**src/hdl/crfa_pkg.sv**
```systemverilog
// Shared types, constants and layout of the range frame averager.
package crfa_pkg;

  localparam int IN_TDATA_W  = 88;
  localparam int OUT_TDATA_W = 16;
  localparam int CFG_IDX_W   = 1;
  localparam int CFG_DATA_W  = 16;

  localparam int ID_W     = 11;
  localparam int BYTE_W   = 8;
  localparam int TIME_W   = 32;
  localparam int TMO_W    = 16;
  localparam int QUO_W    = 8;
  localparam int QBIT_W   = $clog2(QUO_W);

  localparam int COUNT_MAX_DEF = 1023;

  localparam logic [ID_W-1:0]  ACCEPT_ID_RST = '0;
  localparam logic [TMO_W-1:0] TIMEOUT_RST   = 16'd500;

  typedef enum logic [CFG_IDX_W-1:0] {
    CFG_ACCEPT_ID = 1'b0,
    CFG_TIMEOUT   = 1'b1
  } cfg_idx_t;

  typedef enum logic {
    CMD_FRAME = 1'b0,
    CMD_TICK  = 1'b1
  } cmd_t;

  typedef enum logic [1:0] {
    ST_IDLE = 2'd0,
    ST_PROC = 2'd1,
    ST_DIV  = 2'd2,
    ST_LOAD = 2'd3
  } ctrl_state_t;

  typedef struct packed {
    logic latch_in;
    logic proc;
    logic div_step;
    logic load_out;
  } ctrl_cmd_t;

  typedef struct packed {
    logic is_tick;
    logic has_samples;
    logic div_last;
  } ctrl_sts_t;

endpackage

```
**src/hdl/crfa_ctrl.sv**
```systemverilog
// Sequencer that steps one item through filter, divide and output load.
module crfa_ctrl
  import crfa_pkg::*;
(
  input  logic      clk,
  input  logic      rst_n,
  input  logic      in_valid,
  output logic      in_ready,
  output logic      out_valid,
  input  logic      out_ready,
  input  ctrl_sts_t sts,
  output ctrl_cmd_t cmd
);

  ctrl_state_t state_r, state_nxt;
  logic        out_valid_r, out_valid_nxt;

  always_ff @(posedge clk) begin
    if (!rst_n) begin
      state_r     <= ST_IDLE;
      out_valid_r <= 1'b0;
    end else begin
      state_r     <= state_nxt;
      out_valid_r <= out_valid_nxt;
    end
  end

  always_comb begin
    state_nxt     = state_r;
    cmd           = '0;
    in_ready      = 1'b0;
    out_valid_nxt = out_valid_r;
    if (out_valid_r && out_ready) begin
      out_valid_nxt = 1'b0;
    end
    case (state_r)
      ST_IDLE: begin
        in_ready = 1'b1;
        if (in_valid) begin
          cmd.latch_in = 1'b1;
          state_nxt    = ST_PROC;
        end
      end
      ST_PROC: begin
        cmd.proc = 1'b1;
        if (sts.is_tick && sts.has_samples) begin
          state_nxt = ST_DIV;
        end else begin
          state_nxt = ST_LOAD;
        end
      end
      ST_DIV: begin
        cmd.div_step = 1'b1;
        if (sts.div_last) begin
          state_nxt = ST_LOAD;
        end
      end
      ST_LOAD: begin
        if (!out_valid_r || out_ready) begin
          cmd.load_out  = 1'b1;
          out_valid_nxt = 1'b1;
          state_nxt     = ST_IDLE;
        end
      end
      default: begin
        state_nxt = ST_IDLE;
      end
    endcase
  end

  assign out_valid = out_valid_r;

endmodule

```
**src/hdl/crfa_dp.sv**
```systemverilog
// Datapath with id filter, checksum, accumulator, mean divider and result register.
module crfa_dp
  import crfa_pkg::*;
#(
  parameter int COUNT_MAX = COUNT_MAX_DEF
) (
  input  logic                   clk,
  input  logic                   rst_n,
  input  logic                   in_user,
  input  logic [IN_TDATA_W-1:0]  in_data,
  input  logic                   cfg_we,
  input  logic [CFG_IDX_W-1:0]   cfg_index,
  input  logic [CFG_DATA_W-1:0]  cfg_data,
  input  ctrl_cmd_t              cmd,
  output ctrl_sts_t              sts,
  output logic [OUT_TDATA_W-1:0] out_data
);

  localparam int CNT_W = $clog2(COUNT_MAX + 1);
  localparam int SUM_W = $clog2(COUNT_MAX * 255 + 1);
  localparam int CMP_W = CNT_W + QUO_W;

  logic                   cmd_r;
  logic [ID_W-1:0]        id_r;
  logic [BYTE_W-1:0]      b3_r, b4_r, dist_r, b6_r, chk_r;
  logic [TIME_W-1:0]      now_r;

  logic [ID_W-1:0]        accept_id_r;
  logic [TMO_W-1:0]       timeout_r;
  logic                   locked_r;
  logic [ID_W-1:0]        locked_id_r;
  logic [SUM_W-1:0]       sum_r;
  logic [CNT_W-1:0]       count_r;
  logic [TIME_W-1:0]      stamp_r;
  logic [QUO_W-1:0]       avg_r;

  logic                   acc_res_r, fresh_res_r, nodata_res_r;
  logic [SUM_W-1:0]       rem_r;
  logic [QUO_W-1:0]       quo_r, quo_nxt;
  logic [QBIT_W-1:0]      bit_r;
  logic [OUT_TDATA_W-1:0] out_r;

  logic                   pass, chk_ok, is_tick, has_samples, timed_out, ge;
  logic [BYTE_W-1:0]      csum;
  logic [TIME_W-1:0]      elapsed;
  logic [CMP_W-1:0]       rem_ext, divisor_sh;

  assign is_tick     = (cmd_r == CMD_TICK);
  assign has_samples = (count_r != '0);
  assign pass        = ((accept_id_r == '0) || (id_r == accept_id_r)) &&
                       (!locked_r || (id_r == locked_id_r));
  assign csum        = b3_r + b4_r + dist_r + b6_r;
  assign chk_ok      = (csum == chk_r);
  assign elapsed     = now_r - stamp_r;
  assign timed_out   = (elapsed > TIME_W'(timeout_r));
  assign rem_ext     = CMP_W'(rem_r);
  assign divisor_sh  = CMP_W'(count_r) << bit_r;
  assign ge          = (rem_ext >= divisor_sh);

  always_comb begin
    quo_nxt        = quo_r;
    quo_nxt[bit_r] = ge;
  end

  always_ff @(posedge clk) begin
    if (cmd.latch_in) begin
      cmd_r  <= in_user;
      id_r   <= in_data[10:0];
      b3_r   <= in_data[18:11];
      b4_r   <= in_data[26:19];
      dist_r <= in_data[34:27];
      b6_r   <= in_data[42:35];
      chk_r  <= in_data[50:43];
      now_r  <= in_data[82:51];
    end
    if (cmd.proc) begin
      rem_r <= sum_r;
      quo_r <= '0;
      bit_r <= QBIT_W'(QUO_W - 1);
      acc_res_r    <= !is_tick && pass && chk_ok;
      fresh_res_r  <= is_tick && has_samples;
      nodata_res_r <= is_tick && !has_samples && timed_out;
    end
    if (cmd.div_step) begin
      quo_r <= quo_nxt;
      bit_r <= bit_r - 1'b1;
      if (ge) begin
        rem_r <= SUM_W'(rem_ext - divisor_sh);
      end
    end
    if (cmd.load_out) begin
      out_r <= {5'b0, nodata_res_r, fresh_res_r, avg_r, acc_res_r};
    end
  end

  always_ff @(posedge clk) begin
    if (!rst_n) begin
      accept_id_r <= ACCEPT_ID_RST;
      timeout_r   <= TIMEOUT_RST;
      locked_r    <= 1'b0;
      locked_id_r <= '0;
      sum_r       <= '0;
      count_r     <= '0;
      stamp_r     <= '0;
      avg_r       <= '0;
    end else begin
      if (cfg_we) begin
        case (cfg_idx_t'(cfg_index))
          CFG_ACCEPT_ID: accept_id_r <= cfg_data[ID_W-1:0];
          CFG_TIMEOUT:   timeout_r   <= cfg_data[TMO_W-1:0];
          default: begin
          end
        endcase
      end
      if (cmd.proc) begin
        if (!is_tick) begin
          if (pass) begin
            locked_r    <= 1'b1;
            locked_id_r <= id_r;
            if (chk_ok && (count_r < CNT_W'(COUNT_MAX))) begin
              sum_r   <= sum_r + SUM_W'(dist_r);
              count_r <= count_r + 1'b1;
            end
          end
        end else if (has_samples) begin
          stamp_r <= now_r;
          sum_r   <= '0;
        end
      end
      if (cmd.div_step && (bit_r == '0)) begin
        avg_r   <= quo_nxt;
        count_r <= '0;
      end
    end
  end

  assign sts.is_tick     = is_tick;
  assign sts.has_samples = has_samples;
  assign sts.div_last    = (bit_r == '0);
  assign out_data        = out_r;

endmodule

```
**src/hdl/can_range_frame_averager_top.sv**
```systemverilog
// Top level of the CAN range frame averager.
//
//  Channel  Handshake              Payload
//  in       in_tvalid/in_tready    in_tuser = cmd, in_tdata = frame and time fields
//  out      out_tvalid/out_tready  out_tdata = accepted, distance, fresh, no data
//  cfg      cfg_valid/cfg_ready    cfg_index, cfg_data
//
// A frame or an empty tick runs from the transfer through the PROC state to the LOAD
// state, where its result is loaded. A tick with samples runs the DIV state between
// the two, where the mean divider takes one quotient bit a cycle. One item is in work
// at a time; a finished result waits in the output register while the next item is
// taken, and that item then waits for the load until the register is free. Reset is
// synchronous and needs no clearing pass. Configuration writes are always taken.
module can_range_frame_averager_top
  import crfa_pkg::*;
#(
  parameter int COUNT_MAX = COUNT_MAX_DEF
) (
  input  logic                   clk,
  input  logic                   rst_n,
  input  logic                   in_tvalid,
  output logic                   in_tready,
  input  logic                   in_tuser,   // [0] cmd
  // [10:0] frame_id, [18:11] byte3, [26:19] byte4, [34:27] distance_byte,
  // [42:35] byte6, [50:43] check_byte, [82:51] now_ms, [87:83] zero
  input  logic [IN_TDATA_W-1:0]  in_tdata,
  output logic                   out_tvalid,
  input  logic                   out_tready,
  // [0] frame_accepted, [8:1] averaged distance in cm, [9] fresh_reading,
  // [10] no_data, [15:11] zero
  output logic [OUT_TDATA_W-1:0] out_tdata,
  input  logic                   cfg_valid,
  output logic                   cfg_ready,
  input  logic [CFG_IDX_W-1:0]   cfg_index,
  input  logic [CFG_DATA_W-1:0]  cfg_data
);

  ctrl_cmd_t cmd;
  ctrl_sts_t sts;

  assign cfg_ready = 1'b1;

  crfa_ctrl u_ctrl (
    .clk       (clk),
    .rst_n     (rst_n),
    .in_valid  (in_tvalid),
    .in_ready  (in_tready),
    .out_valid (out_tvalid),
    .out_ready (out_tready),
    .sts       (sts),
    .cmd       (cmd)
  );

  crfa_dp #(
    .COUNT_MAX (COUNT_MAX)
  ) u_dp (
    .clk       (clk),
    .rst_n     (rst_n),
    .in_user   (in_tuser),
    .in_data   (in_tdata),
    .cfg_we    (cfg_valid && cfg_ready),
    .cfg_index (cfg_index),
    .cfg_data  (cfg_data),
    .cmd       (cmd),
    .sts       (sts),
    .out_data  (out_tdata)
  );

endmodule

```
**config.mk**
```make
export PLATFORM = sky130hd
export DESIGN_NAME = can_range_frame_averager_top
export DESIGN_NICKNAME = d
export VERILOG_FILES = /design/src/hdl/crfa_pkg.sv /design/src/hdl/crfa_ctrl.sv /design/src/hdl/crfa_dp.sv /design/src/hdl/can_range_frame_averager_top.sv
export SDC_FILE = /design/constraint.sdc
export NUM_CORES = 1
export LEC_CHECK = 0
export BUFFER_PORTS_ARGS = -buffer_cell sky130_fd_sc_hd__buf_4
export CAP_MARGIN = 0
export CORE_ASPECT_RATIO = 0.7
export CORE_MARGIN = 10
export CORE_UTILIZATION = 55
export CTS_CLUSTER_DIAMETER = 50
export DETAILED_ROUTE_END_ITERATION = 16
export PLACE_DENSITY_LB_ADDON = 0.15
export SLEW_MARGIN = 20
export SYNTH_ARGS = -nofsm -noshare
export SYNTH_HDL_FRONTEND = slang
export SYNTH_SLANG_ARGS = --single-unit
```
**constraint.sdc**
```tcl
create_clock -name clk -period 8.25 [get_ports clk]
set_input_delay 1.2375 -clock clk [delete_from_list [all_inputs] [get_ports clk]]
set_output_delay 1.2375 -clock clk [all_outputs]
set_load 0.02 [all_outputs]
```
==> metrics.cfg <==
[placement]
placed_cells = 1778
dp_hpwl_um = 23500
portBuffers = 118
place.gp.congestion = 0.933
dp_slack_ns = 3.27

[worst_setup_path]
worstPathRequired_ns = 8.74
crit_arrival_ns = 5.47
endpoint_kind = flip-flop
critPathKind = reg2reg
startpoint_type = flip-flop
r2r_start = u_dp.dist_r[1]
cp_max_fo = 19
startpoint = u_dp.dist_r[1]

[sta]
final.setup.tns_ns = 0
rsz0062_at_grt = no
setup_viol = 0
finalCritPeriodShare = 0.604
slew_headroom = 0.317
fin_crit_ns = 4.98
hold_ws_ns = 0.416
hold_viol_final = 0
setup_slack_ns = 3.27
maxSlewViolCount = 0
fmax_mhz = 201
worstMarginPinSlew_ns = 1.02
timing.clock.skew_ns = 0.0198

[clocking]
cts.sinks = 237
numCtsBuffers = 27
tritoncts = done
insertion_delay_ns = 0.56
clk_path_buf_depth = 3
cts_hold_buffers = 0
post_cts_resized = 0
cts_setup_buffers = 0
root_buffer = clkbuf_16
clk_pin_slew_ns = 0.06
h-tree-depth = 1

[routing]
wl_per_cell_um = 17.1
first_pass_iters = 5
drt_iter0_markers = 759
vias_per_cell = 5.61
routed-via-count = 10300
drc = 0
wl_um = 31300
ant_nets = 0

[die]
fp.dieW_um = 206
dieArea_um2 = 31000
core_um2 = 23800
rows = 47
start_util = 0.561
die_h_um = 150
ios = 130

[grt]
grt_overflow = 0
grt_util_all_layers = 0.199
grt_pass1_vias = 9648
grt_max_degree = 90
grt_first_pass_wirelength_um = 50500
antenna_found_initial = 0

[synthesis]
avgSynthCellArea_um2 = 9.59
yosys_most_used_dff = dfxtp_1
async_flop_share = 0
syn_area_um2 = 13300
ys_types = 72
yosysSeqAreaShare = 0.438
ys_seq_elements = 237
synth.largest_area_cell = edfxtp_1
synth_edf_count = 109
yosys-top-cells-area = edfxtp_1 25%, dfxtp_1 19%, ha_1 8.2%
synth_top_area_share = 0.245
synthCells = 1390
yosysWarnings = 0

[run]
maxCapViolCount = 0

[finish]
nFillCells = 2003
instances_no_fill = 1829
final_cell_mix = 192 x nand2_1, 128 x dfxtp_1, 124 x buf_4
multi_input_area_um2 = 6940
mostFrequentLayoutCell = nand2_1
fin_util = 0.647
nets = 1705
n_antenna_cell = 0
drive_gt1_frac = 0.120
area_growth_pct = 15.2
seqCellArea_um2 = 5840

[power_and_ir_drop]
powerDensity_nw_per_um2 = 296
peakVddDrop_v = 0.000220
p_leak_nw = 5.97

[hold_path]
hp-class = reg2reg
worstHoldStart = u_dp.nodata_res_r

[status]
status = complete, no violations

## flip-flops by register name, indices dropped and copies added, names as in the netlist, 16 cells and up
register	count
u_dp.now_r	32
u_dp.stamp_r	32
u_dp.rem_ext	18
u_dp.sum_r	18
u_dp.timeout_r	16
## report_power, final
part | internal [W] | total, W | switching (W)
registers | 0.00145 | 0.00157 | 0.000123
clock network | 0.000719 | 0.00121 | 0.000492
logic | 0.000755 | 0.00177 | 0.00102
## stage by stage
| stage | cell area, um2 | total power [W] |
|---|---|---|
| after floorplan | 13300 | 0.00291 |
| after global placement | 14400 | 0.00329 |
| after detailed placement | 14400 | 0.00334 |
| after CTS | 15400 | 0.00457 |
| after global routing | 15400 | 0.00487 |
| final | 15400 | 0.00455 |
## metal layers
metal / up-vias / part of all wire / GRT usage
met5: - / 0 / 0
met4: 0 / 0.012 / 0.0309
met3: 34 / 0.069 / 0.0453
met2: 289 / 0.39 / 0.268
met1: 4805 / 0.53 / 0.317
li1: 5132 / - / -
## worst paths after layout
| kind | slack (ns) | to | cells after the start |
|---|---|---|---|
| min | 0.42 | u_dp.out_data[10] | 0 |
| min reg2reg | 0.42 | u_dp.out_data[10] | 0 |
| max | 3.27 | u_dp.sum_r[3] | 15 |
| max reg2reg | 3.27 | u_dp.sum_r[3] | 15 |
## cells in the mapped netlist (22+ instances only)
library cell / instances
edfxtp_1: 109
nand4_1: 25
xnor2_1: 41
dfxtp_1: 128
ha_1: 87
o21ai_1: 25
a21boi_1: 39
mux2i_1: 39
inv_1: 93
nor3_1: 22
a21oi_1: 90
a21boi_0: 24
nor2_1: 59
o21ai_0: 35
xor2_1: 39
nor2b_1: 32
clkbuf_1: 47
nand2_1: 192
## cell type report
class | instances | share of cell area
repair buffers | 124 | 0.0606
clock inverters | 12 | 0.00896
inverters | 95 | 0.0232
well taps | 318 | 0.0259
flip-flops and latches | 237 | 0.380
clock buffers | 38 | 0.0500
multi-input cells | 1005 | 0.451
## worst max-delay path: stages, from the launching register on
cell and delay (ns):
edfxtp_1 0.48, fa_1 0.54, inv_1 0.05, fa_1 0.51
inv_1 0.05, ha_1 0.22, fa_1 0.41, a21o_1 0.18
a21oi_1 0.22, o21bai_1 0.09, a21oi_1 0.20, xnor2_1 0.18
nor3_4 0.71, nor2_2 0.33, or4_1 0.58, a21boi_1 0.16
## kinds of logic (layout without fill, tap and decap cells)
group	after synthesis	in the layout	share of synthesized area
xor+xnor	80	80	0.0525
flops	237	237	0.438
other cells	2	6	0.000563
simple gates	430	430	0.154
compound gates	338	338	0.167
buf+inv	152	269	0.0446
mux	47	47	0.0360
fa+ha+maj	104	104	0.107
(Power assumes the default switching activity.)
